File: config.mk
export PLATFORM = sky130hd
export DESIGN_NAME = fpa_front
export DESIGN_NICKNAME = d
export VERILOG_FILES = /design/src/rtl/core/fpa_pkg.sv /design/src/rtl/core/fpa_front.sv
export SDC_FILE = /design/constraint.sdc
export NUM_CORES = 1
export LEC_CHECK = 0
export BUFFER_PORTS_ARGS = -buffer_cell sky130_fd_sc_hd__buf_4
export CAP_MARGIN = 20
export CELL_PAD_IN_SITES_DETAIL_PLACEMENT = 1
export CELL_PAD_IN_SITES_GLOBAL_PLACEMENT = 2
export CORE_UTILIZATION = 29
export DETAILED_ROUTE_END_ITERATION = 8
export PLACE_DENSITY = 0.86
export SLEW_MARGIN = 20
export SYNTH_ARGS = -nofsm -noshare
export SYNTH_HDL_FRONTEND = slang
export SYNTH_SLANG_ARGS = --single-unit
export TNS_END_PERCENT = 30
File: constraint.sdc
create_clock -name vclk -period 14.1
set_clock_uncertainty 0.2 [all_clocks]
set_input_delay 2.115 -clock vclk [all_inputs]
set_output_delay 2.115 -clock vclk [all_outputs]
set_load 0.05 [all_outputs]
File: src/rtl/core/fpa_pkg.sv
`timescale 1ns / 1ps
// Shared types and constants for the fixed-point ALU.
// This package depends on nothing else. The front, queue and back modules use it.
package fpa_pkg;

   localparam int FRAC_BITS  = 8;
   localparam int WORD_WIDTH = 32;
   // width of the rounded division numerator 2*(|a|<<F) + |b|
   localparam int DIV_BITS   = WORD_WIDTH + FRAC_BITS + 1;
   // partial remainder stays below the divisor 2*|b|
   localparam int REM_BITS   = WORD_WIDTH + 1;
   localparam int PROD_BITS  = 2 * WORD_WIDTH;

   typedef enum logic [3:0] {
      OP_ADD = 4'd0,
      OP_SUB = 4'd1,
      OP_MUL = 4'd2,
      OP_DIV = 4'd3,
      OP_LT  = 4'd4,
      OP_GT  = 4'd5,
      OP_LE  = 4'd6,
      OP_GE  = 4'd7,
      OP_EQ  = 4'd8,
      OP_NE  = 4'd9,
      OP_MIN = 4'd10,
      OP_MAX = 4'd11,
      OP_INC = 4'd12,
      OP_DEC = 4'd13,
      OP_INT = 4'd14
   } opcode_type;

   typedef enum logic [1:0] {
      KIND_SIMPLE,
      KIND_MUL,
      KIND_DIV
   } kind_type;

   typedef struct packed {
      kind_type                      kind;
      logic signed [WORD_WIDTH-1:0]  a;
      logic signed [WORD_WIDTH-1:0]  b;
      logic [WORD_WIDTH-1:0]         mag_a;
      logic [WORD_WIDTH-1:0]         mag_b;
      logic                          neg;
      logic [WORD_WIDTH-1:0]         value;
      logic                          cmp;
      logic                          dz;
   } entry_type;

   typedef struct packed {
      kind_type                kind;
      logic [WORD_WIDTH-1:0]   value;
      logic                    cmp;
      logic                    ovf;
      logic                    dz;
      logic                    neg;
   } meta_type;

endpackage

File: src/rtl/core/fpa_front.sv
`timescale 1ns / 1ps
// Front end: takes requests, decodes the opcode and works out the simple ops.
// Depends on fpa_pkg. It feeds fpa_queue.
module fpa_front (
   input  logic                  req_valid,
   output logic                  req_stall,
   input  logic [3:0]            req_opcode,
   input  logic signed [31:0]    req_operand_a,
   input  logic signed [31:0]    req_operand_b,
   input  logic                  q_full,
   output logic                  push_valid,
   output fpa_pkg::entry_type    push_entry
);

   logic signed [fpa_pkg::WORD_WIDTH-1:0] a;
   logic signed [fpa_pkg::WORD_WIDTH-1:0] b;
   fpa_pkg::opcode_type                   op;

   assign req_stall  = q_full;
   assign push_valid = req_valid;

   always_comb begin
      a  = req_operand_a[fpa_pkg::WORD_WIDTH-1:0];
      b  = req_operand_b[fpa_pkg::WORD_WIDTH-1:0];
      op = fpa_pkg::opcode_type'(req_opcode);
      push_entry       = '0;
      push_entry.kind  = fpa_pkg::KIND_SIMPLE;
      push_entry.a     = a;
      push_entry.b     = b;
      push_entry.mag_a = a[fpa_pkg::WORD_WIDTH-1] ? -a : a;
      push_entry.mag_b = b[fpa_pkg::WORD_WIDTH-1] ? -b : b;
      push_entry.neg   = a[fpa_pkg::WORD_WIDTH-1] ^ b[fpa_pkg::WORD_WIDTH-1];
      case (op)
         fpa_pkg::OP_ADD: push_entry.value = a + b;
         fpa_pkg::OP_SUB: push_entry.value = a - b;
         fpa_pkg::OP_MUL: push_entry.kind  = fpa_pkg::KIND_MUL;
         fpa_pkg::OP_DIV: begin
            push_entry.kind = fpa_pkg::KIND_DIV;
            push_entry.dz   = (b == '0);
         end
         fpa_pkg::OP_LT:  push_entry.cmp   = (a < b);
         fpa_pkg::OP_GT:  push_entry.cmp   = (a > b);
         fpa_pkg::OP_LE:  push_entry.cmp   = (a <= b);
         fpa_pkg::OP_GE:  push_entry.cmp   = (a >= b);
         fpa_pkg::OP_EQ:  push_entry.cmp   = (a == b);
         fpa_pkg::OP_NE:  push_entry.cmp   = (a != b);
         fpa_pkg::OP_MIN: push_entry.value = (a < b) ? a : b;
         fpa_pkg::OP_MAX: push_entry.value = (a > b) ? a : b;
         fpa_pkg::OP_INC: push_entry.value = a + 1'b1;
         fpa_pkg::OP_DEC: push_entry.value = a - 1'b1;
         // arithmetic shift rounds toward minus infinity
         fpa_pkg::OP_INT: push_entry.value = a >>> fpa_pkg::FRAC_BITS;
         default: ;
      endcase
   end

endmodule

Word-level counts from Yosys, hierarchy flattened --
Index checks and enable logic that the tools add are counted.
Storage, ports and cells: word-level logic and storage cells 37, bits of input ports 70, register bits after elaboration 0, output and inout port bits 167
Operators by class: multiplexer cells 8, equality and inequality tests 16, bitwise operators 1, reductions and logical operators 2, add/subtract/negate cells 6, $lt $le $gt $ge 4
Operators by type and width (count):
- $pmux 32 s7 | 1
- $mux 32 | 4
- $neg 32->32 | 2
- $add 32x1->32 const B | 1
- $add 32x32->32 | 1
- $eq 32x32->1 | 1
- $ge 32x32->1 | 1
- $gt 32x32->1 | 1
- $le 32x32->1 | 1
- $logic_not 32->1 | 1
- $lt 32x32->1 | 1
- $ne 32x32->1 | 1
- $sub 32x1->32 const B | 1
- $sub 32x32->32 | 1
- $eq 4x4->1 const B | 7
- $eq 4x3->1 const B | 4
- $eq 4x2->1 const B | 2
- $pmux 1 s6 | 1
- $eq 4x1->1 const B | 1
- $logic_not 4->1 | 1
- $pmux 2 s2 | 1
- $mux 1 | 1
- $xor 1x1->1 | 1

Logic depth before layout (Yosys ltp) --
depth after elaboration 3, gate-level depth with buffers 16

Least setup slack after synthesis --
No wires, ideal clock.
path kind input to output, start in req_opcode[1], end out push_entry[32] (netlist bit), data arrival time 5.792 ns, path slack 5.993 ns, required time 11.785 ns, cell stages on the path 16, cell sequence buf_2 and4b_1 clkbuf_1 clkbuf_1 buf_1 xnor2_1 ha_1 and4_1 nand3_1 nor3_2 o211ai_4 a22oi_2 xnor2_1 a221o_1 a221oi_2 o211ai_1
RTL lines:
- from (decl) | RTL line fpa_front.sv:7 | input logic [3:0] req_opcode,
- to (decl) | RTL line fpa_front.sv:12 | output fpa_pkg::entry_type push_entry

==> run metrics <==
Multi-input gate area=0.00694 sq mm; die area=0.0287 sq mm; Max-Cap Viols=0; fin crit share=59.2%; Distinct cells, synth=84; Worst Tran Pin Value=0.894 ns; post-synth top area share=10.7%; Chip Width=169 um; Static Leakage=3.99 nW; grt ovf=0; first-pass GRT wire length=61.8 mm; Hold WC Path Type=in -> out; Max Slew Vio Count=0; setup TNS=0 ns; initial antenna violation count=0; Synth area leader=xnor2_1; VDD IR-drop max=0.0000389 V; final setup margin=5.76 ns; dpl ws=5.81 ns; clkbuf count=0; First DRT Iteration DRCs=966; DR WL/cell=23.8 um; ANT nets after route=0; top post-synthesis cells by area=xnor2_1 11%, ha_1 10%, buf_4 6.3%; status=complete, no violations; Port Buffers=233; Vias/cell=6.04; Post-route DRC=0; Worst slew margin=39.9%; FFs & Latches=0; Die Y-Extent=169 um; Seq/Total Area, Yosys=0%; maximum fanout along the worst path=32; Fin. Hold Viols=0; layout cells sized above 1=20.2%; unrepaired setup endpoints after global routing=no; HPWL Detailed=31.9 mm; # IOs=237; Syn Nets=1412; Seq. cell area=0 sq um; final setup fails=0; Global Route Usage Sum=27.6%; diode count=0; Critical Path RT=11.78 ns; Max Fclk=120 MHz; Starting Density=29.9%; Data arrival, critical path=6.03 ns; Tmin final=8.34 ns; largest net degree at the start of global routing=60; num rows=60; drt pass-1 iters=5; setup bufs post-CTS=0; nets=1490; fillers=3542; Post-Route WL=41.1 mm; routability congestion estimate=0.939; area delta synth->final=17.2%; hold_buf cts=0; critical setup path kind=in -> out; synthesized area per cell=6.37 sq um; vias in the first global route=10166; Synth Cell Area=0.00812 sq mm; cts repair resizes=0; core footprint=0.0272 sq mm; Synth top cells by count=122 x nand2_1, 99 x xnor2_1, 97 x nor2_1; yosys warns=0; power density over the cells=56.2 mW/mm^2; Syn Inst Count=1274; vias=10402; most frequent cell after synthesis=nand2_1; CP Launch Type=input pin; Setup crit end kind=output pin
==> per-stage QoR <==
| stage | hold slack (ns) | area (sq um) | util (%) | total power, mW | std cells |
|---|---|---|---|---|---|
| finish | 4.03 | 9510 | 35.0 | 0.535 | 1722 |
| floorplan | 4.20 | 8120 | - | 0.370 | 1274 |
| global placement | 4.03 | 9510 | 35.0 | 0.528 | 1722 |
| global route | 4.03 | 9510 | 35.0 | 0.563 | 1722 |
| CTS | 4.03 | 9510 | 35.0 | 0.531 | 1722 |
| detailed placement | 4.03 | 9510 | 35.0 | 0.529 | 1722 |
==> cell families after synthesis <==
kind of cell | share of synthesized area, %
muxes | 2.20
adders and majority gates | 10.7
buffers and inverters | 14.6
and+or+nand+nor | 28.8
xor gates and xnor gates | 12.8
AOI/OAI and AO/OA | 30.9
==> path summary, 6_finish.rpt <==
path,from,to,slack [ns],depth (start not counted)
setup / recovery,req_operand_b[31],push_entry[16],5.76,14
hold / removal,req_valid,push_valid,4.03,0
==> worst max-delay path, stage by stage <==
cell and delay [ns]:
buf_4 0.34, inv_1 0.26, ha_1 0.55, nand2_1 0.09, o21ai_1 0.28, nor3_1 0.08
a211oi_1 0.27, a21o_1 0.29, xnor2_2 0.18, mux2i_2 0.51, buf_4 0.39, a22oi_1 0.11
o211ai_1 0.23, buf_4 0.28
==> placed cells by master, fill, tap and decap left out, types with 7 or more instances in the layout <==
| cell | synthesis | routed |
|---|---|---|
| mux2i_1 | 13 | 12 |
| and3_1 | 8 | 8 |
| o211ai_1 | 14 | 14 |
| o21ai_0 | 77 | 77 |
| a21oi_1 | 68 | 68 |
| or4_1 | 15 | 15 |
| a211oi_1 | 15 | 15 |
| inv_1 | 68 | 68 |
| nand2_1 | 122 | 122 |
| nor4_1 | 32 | 32 |
| and2_1 | 13 | 13 |
| or3_1 | 19 | 19 |
| ha_1 | 66 | 66 |
| a21o_1 | 21 | 21 |
| xnor2_1 | 99 | 99 |
| nand4_1 | 38 | 38 |
| buf_4 | 68 | 243 |
| a31oi_1 | 17 | 17 |
| a222oi_1 | 14 | 14 |
| a221oi_1 | 7 | 7 |
| nand3_1 | 38 | 38 |
| nor3_1 | 30 | 29 |
| nand2b_1 | 12 | 12 |
| o21ai_1 | 17 | 16 |
| nor2_1 | 97 | 97 |
| xor2_1 | 18 | 18 |
| nor2b_1 | 12 | 12 |
| o21bai_1 | 9 | 9 |
| a22oi_1 | 20 | 20 |
| o31ai_1 | 25 | 25 |
==> metal layers <==
layer | routed length, um | vias to the layer above | GRT usage [%] | share of wire [%]
li1 | - | 4743 | - | -
met2 | 18400 | 515 | 45.6 | 45
met3 | 2940 | 75 | 3.03 | 7.2
met4 | 1410 | 0 | 8.85 | 3.4
met1 | 18300 | 5069 | 37.3 | 45
met5 | 0 | - | 0 | 0
==> power breakdown <==
group          internal, mW  switching, mW
logic                 0.162          0.373
clock network             0              0
registers                 0              0
==> cell type report <==
type / instances / share of cell area (%)
Inverter: 74 / 2.92
Multi-Input combinational cell: 1033 / 73.0
Tap cell: 372 / 4.90
Timing Repair Buffer: 243 / 19.2
Power figures use the tool's default switching activity.
