[config.mk]
export PLATFORM = sky130hd
export DESIGN_NAME = fpa_queue
export DESIGN_NICKNAME = d
export VERILOG_FILES = /design/src/rtl/core/fpa_pkg.sv /design/src/rtl/core/fpa_queue.sv
export SDC_FILE = /design/constraint.sdc
export NUM_CORES = 1
export LEC_CHECK = 0
export BUFFER_PORTS_ARGS = -buffer_cell sky130_fd_sc_hd__buf_4
export CAP_MARGIN = 20
export CELL_PAD_IN_SITES_DETAIL_PLACEMENT = 2
export CELL_PAD_IN_SITES_GLOBAL_PLACEMENT = 2
export CORE_AREA = 2 2 176 178
export DETAILED_ROUTE_END_ITERATION = 10
export DIE_AREA = 0 0 178 180
export PLACE_DENSITY_LB_ADDON = 0.1
export SKIP_CTS_REPAIR_TIMING = 1
export SYNTH_ARGS = -nofsm -noshare
export SYNTH_HDL_FRONTEND = slang
export SYNTH_SLANG_ARGS = --single-unit
[constraint.sdc]
create_clock -name clock -period 9.04 [get_ports clock]
set_input_delay 1.356 -clock clock [delete_from_list [all_inputs] [get_ports clock]]
set_output_delay 1.356 -clock clock [all_outputs]
set_load 0.05 [all_outputs]
[src/rtl/core/fpa_pkg.sv]
`timescale 1ns / 1ps
// Shared types and constants for the fixed-point ALU.
// This package depends on nothing else. The front, queue and back modules use it.
package fpa_pkg;

   localparam int FRAC_BITS  = 8;
   localparam int WORD_WIDTH = 32;
   // width of the rounded division numerator 2*(|a|<<F) + |b|
   localparam int DIV_BITS   = WORD_WIDTH + FRAC_BITS + 1;
   // partial remainder stays below the divisor 2*|b|
   localparam int REM_BITS   = WORD_WIDTH + 1;
   localparam int PROD_BITS  = 2 * WORD_WIDTH;

   typedef enum logic [3:0] {
      OP_ADD = 4'd0,
      OP_SUB = 4'd1,
      OP_MUL = 4'd2,
      OP_DIV = 4'd3,
      OP_LT  = 4'd4,
      OP_GT  = 4'd5,
      OP_LE  = 4'd6,
      OP_GE  = 4'd7,
      OP_EQ  = 4'd8,
      OP_NE  = 4'd9,
      OP_MIN = 4'd10,
      OP_MAX = 4'd11,
      OP_INC = 4'd12,
      OP_DEC = 4'd13,
      OP_INT = 4'd14
   } opcode_type;

   typedef enum logic [1:0] {
      KIND_SIMPLE,
      KIND_MUL,
      KIND_DIV
   } kind_type;

   typedef struct packed {
      kind_type                      kind;
      logic signed [WORD_WIDTH-1:0]  a;
      logic signed [WORD_WIDTH-1:0]  b;
      logic [WORD_WIDTH-1:0]         mag_a;
      logic [WORD_WIDTH-1:0]         mag_b;
      logic                          neg;
      logic [WORD_WIDTH-1:0]         value;
      logic                          cmp;
      logic                          dz;
   } entry_type;

   typedef struct packed {
      kind_type                kind;
      logic [WORD_WIDTH-1:0]   value;
      logic                    cmp;
      logic                    ovf;
      logic                    dz;
      logic                    neg;
   } meta_type;

endpackage

[src/rtl/core/fpa_queue.sv]
`timescale 1ns / 1ps
// Two-entry queue between the front end and the back-end pipeline.
// Depends on fpa_pkg.
module fpa_queue (
   input  logic                  clock,
   input  logic                  reset,
   input  logic                  push_valid,
   input  fpa_pkg::entry_type    push_entry,
   output logic                  q_full,
   output logic                  pop_valid,
   output fpa_pkg::entry_type    pop_entry,
   input  logic                  pop_ready
);

   fpa_pkg::entry_type mem_ff [0:1];
   logic               wr_ptr_ff, wr_ptr_in;
   logic               rd_ptr_ff, rd_ptr_in;
   logic [1:0]         count_ff, count_in;
   logic               do_push, do_pop;

   assign q_full    = (count_ff == 2'd2);
   assign pop_valid = (count_ff != 2'd0);
   assign pop_entry = mem_ff[rd_ptr_ff];
   assign do_push   = push_valid && !q_full;
   assign do_pop    = pop_valid && pop_ready;

   always_comb begin
      wr_ptr_in = do_push ? ~wr_ptr_ff : wr_ptr_ff;
      rd_ptr_in = do_pop ? ~rd_ptr_ff : rd_ptr_ff;
      count_in  = count_ff + {1'b0, do_push} - {1'b0, do_pop};
   end

   always_ff @(posedge clock) begin
      if (reset) begin
         wr_ptr_ff <= 1'b0;
         rd_ptr_ff <= 1'b0;
         count_ff  <= 2'd0;
      end else begin
         wr_ptr_ff <= wr_ptr_in;
         rd_ptr_ff <= rd_ptr_in;
         count_ff  <= count_in;
      end
   end

   always_ff @(posedge clock) begin
      if (do_push) begin
         mem_ff[wr_ptr_ff] <= push_entry;
      end
   end

endmodule

Word-level counts from Yosys, hierarchy flattened
Memory sizes are Yosys's and may differ from the RTL's. A register that Yosys moved wholly into a read port is not among the register bits.
Index checks and enable logic that the tools add are counted.
{"block": "word_totals", "memories": 1, "inputBits": 169, "elab_cells": 17, "regBits": 4, "ram_bits": 330}
{"memory": "mem_ff", "depth": 2, "word_bits": 165, "rd": 1, "rd_ports_with_merged_regs": 1, "wr": 1, "line": "fpa_queue.sv:15", "text": "fpa_pkg::entry_type mem_ff [0:1];"}
{"block": "op_classes", "add_sub_neg": 2, "n_eq_ne": 1, "mux": 4, "bitwise_logic": 2, "n_reduce_logical": 4}
{"cell": "$mux 1", "count": 4}
{"cell": "$add 2x1->2", "count": 1}
{"cell": "$eq 2x2->1 const B", "count": 1}
{"cell": "$logic_and 1x1->1", "count": 2}
{"cell": "$not 1->1", "count": 2}
{"cell": "$reduce_bool 2->1", "count": 1}
{"cell": "$sub 2x1->2", "count": 1}
{"cell": "$logic_not 1->1", "count": 1}

Logic depth before layout (Yosys ltp)
Gate-level depths: netlist of the first run.
{"block": "logic_depth", "ltp_word": 5, "depth_mapped": 8, "ltp_nobuf": 8}

Worst setup path after synthesis of the first run
No wires, ideal clock.
{"block": "synth_timing", "path_type": "input-to-reg", "startpoint": "input port push_valid", "endpoint": "memory mem_ff[0][0] in the netlist's numbering (enable)", "arrival_time_ps": 4944, "required_ps": 8523, "stages": 3, "n_path_buf": 0, "slack_ps": 3578, "path_cell_list": "inv_1 > or3_1 > inv_1"}
{"block": "synth_between", "elab_chain_cells": 3}
{"item": "start, declared", "line": "fpa_queue.sv:7", "text": "input logic push_valid,"}
{"item": "$logic_and 1x1->1", "line": "fpa_queue.sv:24", "text": "assign do_push = push_valid && !q_full;"}
{"item": "$mux 1", "line": "fpa_queue.sv:46", "text": "if (do_push) begin"}
{"item": "$mux 1 (not written as such)", "line": "fpa_queue.sv:47", "text": "mem_ff[wr_ptr_ff] <= push_entry;"}
{"item": "end, declared", "line": "fpa_queue.sv:15"}
Every way passes these cells.

==> results.md, run 1 <==
* Lkg Pwr at roughly 6.0 nW
* Die X at ~180 microns
* Initial Util at 40.4%
* Int Power at 3.29 mW
* Die ar. at 32,000 sq um
* Path type of the worst setup path: register to output pin
* Clk sinks at 335
* Top post-synthesis cells by area: edfxtp_1 (81%), mux2_2 (15%), buf_6 (1.6%)
* CTS clk-pin slew, worst paths at approximately 0.060 ns
* Final hold vios at 0
* Max clock buf depth at 3
* Reg-to-Reg Start: count_ff[0]
* VDD IR max at 0.000214 V
* Vias per std cell at 4.81
* Max layer used: met5
* Pre-antenna DRT Iters at 4
* #FFs+latches synth at 335
* Final TNS setup at 0 ns
* Status: complete, no violations
* Net Sw Power at 1.83 mW
* Clk pwr share at 26.3%
* Clk_skew at 0.0164 ns
* Yosys top cell area share at 81.2%
* RSZ-0062 raised after global routing: no
* Setup violators final at 0
* Layout Cells excl Fill at 1,325
* CP endpoint kind: output pin
* Ys Warns at 0
* Remaining Overflow, GRT at 0
* Most frequent cells in the layout: buf_4 (340), edfxtp_1 (330), mux2_2 (165)
* Total Power at ~5.1 mW
* First-pass GRT wire length at roughly 45 mm
* Placed cells at 1,257
* Crit-path max FO at 76
* CP peak stage delay at 0.82 ns
* H-tree levels at 2
* Syn Inst Count at 539
* Rel. slew slack at 29.5%
* Area Growth Syn to Fin at 32.8%
* Pwr Density at 316 nW/um^2
* CP Data Arrival Time at 2.70 ns
* # DRC at 0
* Final Wtd Congestion at 0.708
* Worst Tran Pin Value at 1.06 ns
* Synthesized Nets at 710
* Routed wl met2 at 16.6 mm
* Seq/Total Area, Yosys at 82.1%
* Pin count of the biggest net entering global routing at 85
* Port Buffers at 335
* Hold Path Origin: wr_ptr_ff
* Critical path's slowest cell: buf_4
* Final core occ at 53.6%
* CTS tree: done
* Final WL at 30.5 mm
* Min cycle time layout at 4.06 ns
* Most used cell, CP: buf_4
* Tcrit/Tclk final at 44.9%
* Total Routing Usage GR at 18.9%
* Fin. max-slew vios at 0
* Hold Path Class: register to register
* Via count at 6,377
* Worst-Skew Late Latency at 0.51 ns
* CTS buffer count at 37
* Power share of the combinational group at about a third
* R2R Setup Slk at 6.13 ns
* Share of cells above drive strength 1 at approximately three fifths
* Mapped cell area at 12,200 sq um
* Largest area contributor in the netlist: edfxtp_1
* Fmax at 246 MHz
* CP Data Required Time at approximately 7.7 ns
* Row Count at between 60 and 70
* Unique masters post-synth at 20
* M1 WL at 10.9 mm
* Vias in the first global route at between 7,000 and 8,000
* DP HPWL at 20.6 mm
* # nets final at 1,073
* Net Sw Frac at between 30% and 40%
* Met3 Wirelength at between 2 and 2.5 mm
* Most common cell after layout, fill and taps aside: buf_4
* DRT antenna net count at 0
* Mapped Avg Cell Area at between 20 and 25 sq um
* Max-cap violations at 0
* Core area at 30,200 sq um
* I/O pins at 336
* Worst setup SP type: register
* Clk root buf: clkbuf_16
* Crit path cell chain: buf_4 -> mux2_2 -> buf_4
* Iter 0 DRT Violations at 250
* Chip Height at 180 microns
* Wirelength per Cell at 23.0 microns
* Initial antenna violation count at 3
* Sequential power share at about two fifths
==> per-layer routing <==
layer  global-route usage, %  vias to the layer above
li1                        -                     2867
met1                    21.0                     3241
met2                    34.4                      220
met3                    5.77                       47
met4                    5.31                        2
met5                       0                        -
==> state kept, by name (all words and copies together), names as in the netlist, named ones only <==
signal and count:
mem_ff 330, wr_ptr_ff 1, count_ff 2, rd_ptr_ff 1
==> synthesized netlist by cell type <==
cell type  number
inv_2           1
mux2_2        165
o21ai_0         1
inv_1           3
edfxtp_1      330
or2_2           1
xor2_1          1
nand2_1         1
or3_1           1
nor2b_1         1
buf_2           1
dfxtp_1         5
xnor2_1         2
a21oi_1         1
o21a_1          1
ha_1            2
buf_6          17
and3_2          1
nor2_1          3
nand2b_2        1
==> power by group through the flow <==
| stage | Clock, mW | Sequential, mW | Combinational (mW) |
|---|---|---|---|
| 3_3_place_gp | 0 | 2.01 | 1.76 |
| 2_1_floorplan | 0 | 2.01 | 1.29 |
| 4_1_cts | 1.39 | 2.00 | 1.80 |
| 3_5_place_dp | 0 | 2.03 | 1.79 |
| 5_1_grt | 1.44 | 2.02 | 1.86 |
| 6_report | 1.35 | 1.99 | 1.78 |
==> final timing paths <==
kind | endpoint | cells past startpoint
worst max register to register | mem_ff[0][66] | 6
worst min-delay path | wr_ptr_ff | 2
worst max-delay path | pop_entry[51] | 3
worst min register to register | wr_ptr_ff | 2
==> layout make-up <==
cell class	instances	area, sq um
Timing Repair Buffer	342	2610
Clock inverter	8	35.0
Clock buffer	55	1030
Antenna cell	3	7.51
Sequential cell	335	10000
Fill cell	2649	14000
Inverter	4	20.0
Multi-Input combinational cell	182	1980
Tap cell	396	495
==> per-stage QoR <==
| stage | cell area [sq um] | hold slack [ns] | setup slack, ns |
|---|---|---|---|
| 4_1_cts | 16100 | 0.530 | 4.93 |
| 2_1_floorplan | 12200 | 0.451 | 3.58 |
| 3_3_place_gp | 15100 | 0.486 | 5.02 |
| 6_report | 16200 | 0.526 | 4.98 |
| 3_5_place_dp | 15100 | 0.519 | 4.93 |
| 5_1_grt | 16200 | 0.591 | 4.83 |
==> cells by family (layout without fill, tap and decap cells) <==
group	after synthesis	after routing	share of synthesized area, %
DFF	335	335	82.1
muxes	165	165	15.2
buffers and inverters	22	409	1.73
and+or+nand+nor	9	9	0.410
AOI/OAI and AO/OA	3	3	0.144
xor gates and xnor gates	3	3	0.215
adders and majority gates	2	2	0.205
other	0	3	0
==> critical path: cells and delay by family (launching register included) <==
family	cells	cell delay (ns)
buffers and inverters	2	1.02
flip-flops	1	0.61
multiplexers	1	0.44
No activity file was read; power rests on OpenSTA's default activity.
==> run 2, diff against run 1 <==
- CORE_AREA: 2 2 176 178 -> 2 2 193 195
- DIE_AREA: 0 0 178 180 -> 0 0 195 197
- clock period: 9.04 -> 3.4 ns (I/O delays scaled with it)
==> run 2 against run 1 <==
- non-clock buffer count rose by 3
- flip-flop and latch count unchanged
- worst setup slack worse by 4.3 ns
- clock skew down 0.0078 ns
- critical path depth did not move
- clock power rose to 2.8 times the previous value
- hold slack worse by 0.35 ns
- global-route usage down 3.2 points
- sequential share of layout area shrank 0.92 points
- critical path type unchanged
- final area increased by 1.5%
- die area grew 20%
- register-to-register slack worse by 4.7 ns
- largest cell class unchanged
==> results.md, run 2 (synthesis results as in run 1) <==
* Net Sw Frac at 35.6% (-0.14 points)
* Die X at 195 microns (+9.6%)
* Biggest register: mem_ff
* Setup violators final at 0 (unchanged)
* Power share of the combinational group at 34.5% (-0.3 points)
* Critical path's slowest cell: dfxtp_4
* Tcrit/Tclk final at between 80% and 90%
* Iter 0 DRT Violations at 218 (-13%)
* Hold Path Origin: push_entry[66]
* Pre-antenna DRT Iters at 4 (unchanged)
* Path type of the worst setup path: register to output pin
* CP endpoint kind: output pin
* CP peak stage delay at 0.72 ns (-0.10 ns)
* Core area at 36,300 sq um (+20%)
* Via count at 6,371 (-0.094%)
* Int Power at 8.90 mW (+170%)
* CP Data Arrival Time at 2.24 ns (-0.46 ns)
* Final TNS setup at 0 ns (unchanged)
* I/O pins at 336 (unchanged)
* Clk_skew at 0.00855 ns (-0.00781 ns)
* VDD IR max at 0.000441 V (+110%)
* DP HPWL at 20.9 mm (+1.6%)
* Row Count at 70 (+9.4%)
* Top Registers: mem_ff (330), count_ff (2)
* Final core occ at 45.3% (-8.3 points)
* Clk root buf: clkbuf_16
* Min cycle time layout at around 2.8 ns
* Clk sinks at 335 (unchanged)
* Initial Util at 33.6% (-6.8 points)
* Max FFs per register at 330 (unchanged)
* Hold Path Stages at 1 (-1)
* Worst-Skew Late Latency at 0.52 ns (about the same)
* Register Area at 10,000 sq um (about the same)
* Chip Height at 197 microns (+9.4%)
* Rel. slew slack at 50.2% (+21 points)
* Initial antenna violation count at 1 (-2)
* R2R Setup Slk at 1.44 ns (-4.69 ns)
* CP Data Required Time at 2.89 ns (-4.79 ns)
* Worst reg2reg path depth at 3 (-3)
* CTS tree: done
* Total Power at 13.8 mW (+170%)
* Hold endpoint: mem_ff[0][66]
* Status: complete, no violations
* Pin count of the biggest net entering global routing at 89 (+4.7%)
* Fillcell total at 3,397 (+28%)
* Worst setup SP type: register
* # DRC at 0 (unchanged)
* Total Routing Usage GR at 15.6% (-3.2 points)
* Worst Tran Pin Value at 0.746 ns (-0.311 ns)
* Reg-to-Reg Start: count_ff[0]
* Remaining Overflow, GRT at 0 (unchanged)
* Die ar. at 38,400 sq um (+20%)
* CTS clk-pin slew, worst paths at 0.06 ns (about the same)
* Vias in the first global route at 7,340 (+1.3%)
* Final hold vios at 0 (unchanged)
* Max clock buf depth at 3 (unchanged)
* H-tree levels at 2 (unchanged)
* Clk pwr share at 27.1% (+0.8 points)
* Net Sw Power at 4.93 mW (+170%)
* First-pass GRT wire length at 45.2 mm (+0.80%)
* Wirelength per Cell at 21.5 microns (-6.7%)
* Area Growth Syn to Fin at 34.8%
* Multi-input gate area at 1990 sq um (+0.51%)
* Sequential power share at 38.4% (-0.5 points)
* Port Buffers at 335 (unchanged)
* Hold Path Class: input port to register
* Max-cap violations at 0 (unchanged)
* Final Wtd Congestion at 0.735 (+3.9%)
* # nets final at 1,077 (+0.37%)
* DRT antenna net count at 0 (unchanged)
* RSZ-0062 raised after global routing: no
* Final WL at 30.1 mm (-1.1%)
* Most common cell after layout, fill and taps aside: buf_4
* Fin. max-slew vios at 0 (unchanged)
* Share of cells above drive strength 1 at 60.3% (+0.062 points)
* R2r endpoint: mem_ff[1][108]
* Crit-path max FO at 53 (-30%)
* Pwr Density at 841 nW/um^2 (+170%)
* CTS buffer count at 38 (+2.7%)
* Vias per std cell at 4.54 (-5.7%)
* Most frequent cells in the layout: buf_4 (338), edfxtp_1 (330), mux2_2 (165)
* Crit path cell chain: buf_12 -> mux2_2 -> buf_4
* Fmax at 364 MHz
* Lkg Pwr at 6.04 nW (+0.91%)
run 2: per-layer routing:
metal	up-vias	track usage, %	wire (microns)
met4	0	4.61	608
li1	2893	-	-
met5	-	0	0
met1	3222	17.2	11000
met3	52	5.03	2100
met2	204	28.8	16500
run 2: area by class of cell:
class / instances / area share [%]
timing repair buffer: 345 / 16.3
tap: 468 / 3.56
multi-input combinational: 182 / 12.1
sequential: 335 / 60.9
clock inverter: 18 / 0.479
inverter: 4 / 0.160
clock buffer: 51 / 6.47
antenna: 1 / 0.0152
run 2: metrics by stage:
| stage | cells | hold slack (ns) | setup WS, ns | cell area, sq um |
|---|---|---|---|---|
| floorplan | 539 | 0.456 | -0.141 | 12200 |
| global placement | 1334 | 0.476 | 1.21 | 15300 |
| detailed placement | 1334 | 0.501 | 1.14 | 15300 |
| CTS | 1403 | 0.140 | 0.574 | 16400 |
| global route | 1403 | 0.142 | 0.526 | 16400 |
| finish | 1404 | 0.172 | 0.649 | 16400 |
run 2: power by group through the flow:
stage               logic [mW]  clock network, mW  registers (mW)
finish                    4.76               3.75            5.31
CTS                       4.86               3.88            5.33
floorplan                 3.46                  0            5.33
detailed placement        4.84                  0            5.41
global route              4.99               4.03            5.37
global placement          4.77                  0            5.37
run 2: worst max-delay path by stage:
| stage | end | slack [ns] | cells after the start |
|---|---|---|---|
| 2_1_floorplan | mem_ff[0][0] | -0.14 | 4 |
| 3_3_place_gp | pop_entry[134] | 1.21 | 3 |
| 3_5_place_dp | pop_entry[150] | 1.14 | 3 |
| 4_1_cts | pop_entry[150] | 0.57 | 3 |
| 5_1_grt | pop_entry[134] | 0.53 | 3 |
| 6_report | pop_entry[134] | 0.65 | 3 |
run 2: worst max-delay path, delay by kind of cell (launching register included):
kind,cells,cell delay [ns]
multiplexers,1,0.39
flip-flops,1,0.72
buffers and inverters,2,0.57
==> run 3, diff against run 2 <==
- CORE_AREA: 2 2 193 195 -> 2 2 183 185
- DIE_AREA: 0 0 195 197 -> 0 0 185 187
- clock period: 3.4 -> 2.86 ns (I/O delays scaled with it)
==> run 3 against run 2 <==
- non-clock buffer count increased by 1
- largest cell class unchanged
- combinational power is 19% higher
- via count is essentially flat
- critical path depth unchanged
- flip-flop and latch count stayed put
- sequential share of layout area increased by 0.11 points
- hold slack worse by 0.069 ns
- utilization grew 4.6 points
- critical path type unchanged
==> results.md, run 3 (synthesis results as in run 1) <==
* Status: complete, no violations
* Setup violators final at 0 (unchanged)
* Worst reg2reg path depth at 5 (+2)
* DP Worst Slack at 0.722 ns (-0.415 ns)
* Reg-to-Reg Start: count_ff[0]
* Final core occ at 49.9% (+4.6 points)
* Iter 0 DRT Violations at 244 (+12%)
* Row Count at 67 (-4.3%)
* Max-cap violations at 0 (unchanged)
* Chip Height at 187 microns (-5.1%)
* H-tree levels at 2 (unchanged)
* Worst setup SP type: register
* I/O pins at 336 (unchanged)
* Area Growth Syn to Fin at 34.5%
* Worst Path Buf+Inv at 2 (unchanged)
* Die X at 185 microns (-5.1%)
* Vias in the first global route at 7,240 (-1.4%)
* Setup WS post-layout at 0.302 ns (-0.347 ns)
* Remaining Overflow, GRT at 0 (unchanged)
* Max clock buf depth at 3 (unchanged)
* Via count at 6,365 (-0.094%)
* CP endpoint kind: output pin
* Critical path's slowest cell: dfxtp_4
* CP Data Arrival Time at 2.13 ns (-0.11 ns)
* Pin count of the biggest net entering global routing at 102 (+15%)
* CTS buffer count at 38 (unchanged)
* Final WL at 29.5 mm (-2.0%)
* VDD IR max at 0.000527 V (+20%)
* Min cycle time layout at ~2.6 ns
* Wirelength per Cell at 21.3 microns (-0.59%)
* Share of cells above drive strength 1 at 60.8% (+0.45 points)
* Hold Path Class: input port to register
* Hold Path Stages at 1 (unchanged)
* Max FFs per register at 330 (unchanged)
* Initial Util at 37.1% (+3.5 points)
* Critical Path Sink: pop_entry[131]
* Clk_skew at 0.0155 ns (+0.00691 ns)
* Vias per std cell at 4.60 (+1.3%)
* DRT antenna net count at 0 (unchanged)
* Initial antenna violation count at 3 (+2)
* WP depth at 3 (unchanged)
* Pwr Density at 1000 nW/um^2 (+19%)
* Crit path cell chain: buf_12 -> mux2_2 -> buf_4
* Fmax at 391 MHz
* Core area at 32,900 sq um (-9.4%)
* CP delay by family, top: buffers and inverters
* CTS tree: done
* Clk sinks at 335 (unchanged)
* Tcrit/Tclk final at 89.4%
* # nets final at 1,078 (+0.093%)
* Most frequent cells in the layout: buf_4 (341), edfxtp_1 (330), mux2_2 (165)
* DP HPWL at 20.2 mm (-3.5%)
* CP peak stage delay at 0.58 ns (-0.14 ns)
* Hold slack at 0.103 ns (-0.0685 ns)
* Biggest register: mem_ff
* Clk root buf: clkbuf_16
* First-pass GRT wire length at 44.2 mm (-2.2%)
* Path type of the worst setup path: register to output pin
* CTS clk-pin slew, worst paths at 0.06 ns (about the same)
* Crit-path max FO at 68 (+28%)
* R2r endpoint: mem_ff[0][88]
* Worst-Skew Late Latency at 0.51 ns (about the same)
* Final Wtd Congestion at 0.720 (-2.0%)
* Final hold vios at 0 (unchanged)
* Rel. slew slack at 59.2% (+9.0 points)
* Worst Tran Pin Value at 0.612 ns (-0.134 ns)
* Top Registers: mem_ff (330), count_ff (2)
* Port Buffers at 335 (unchanged)
* CP Data Required Time at 2.43 ns (-0.46 ns)
* RSZ-0062 raised after global routing: no
* Total Power at 16.5 mW (+19%)
* # DRC at 0 (unchanged)
* Total Routing Usage GR at 17.0% (+1.3 points)
* R2R Setup Slk at 0.81 ns (-0.63 ns)
* Fin. max-slew vios at 0 (unchanged)
* Lkg Pwr at 6.05 nW (+0.10%)
* Pre-antenna DRT Iters at 4 (unchanged)
* Die ar. at 34,600 sq um (-9.9%)
* Most common cell after layout, fill and taps aside: buf_4
-- run 3: per-layer routing --
metal	track usage [%]	vias to the layer above	routed length (microns)
met5	0	-	13
met4	5.07	2	623
met3	6.50	53	2730
met2	29.6	229	15300
met1	19.3	3193	10800
li1	-	2888	-
-- run 3: worst min path at each step --
stage	startpoint	endpoint	slack (ns)
5_1_grt	push_entry[67]	mem_ff[1][67]	0.08
6_report	push_entry[67]	mem_ff[1][67]	0.10
4_1_cts	push_entry[31]	mem_ff[0][31]	0.08
3_3_place_gp	wr_ptr_ff	wr_ptr_ff	0.50
3_5_place_dp	wr_ptr_ff	wr_ptr_ff	0.51
2_1_floorplan	wr_ptr_ff	wr_ptr_ff	0.46
-- run 3: cell type report --
| cell class | instances | area [sq um] |
|---|---|---|
| Clock inverter | 12 | 108 |
| Tap cell | 448 | 561 |
| Antenna cell | 3 | 7.51 |
| Sequential cell | 335 | 10000 |
| Clock buffer | 54 | 1040 |
| Fill cell | 3000 | 16500 |
| Timing Repair Buffer | 346 | 2660 |
| Inverter | 4 | 26.3 |
| Multi-Input combinational cell | 182 | 1990 |
-- run 3: per-stage QoR --
step | TNS [ns] | std cells | cell area, sq um
floorplan | -132.46 | 539 | 12200
global placement | 0 | 1315 | 15300
detailed placement | 0 | 1315 | 15300
CTS | 0 | 1381 | 16400
global route | 0 | 1383 | 16400
finish | 0 | 1384 | 16400
-- run 3: power breakdown --
part | switching (mW) | internal [mW]
clock | 1.83 | 2.71
combinational | 3.80 | 1.86
sequential | 0.190 | 6.09
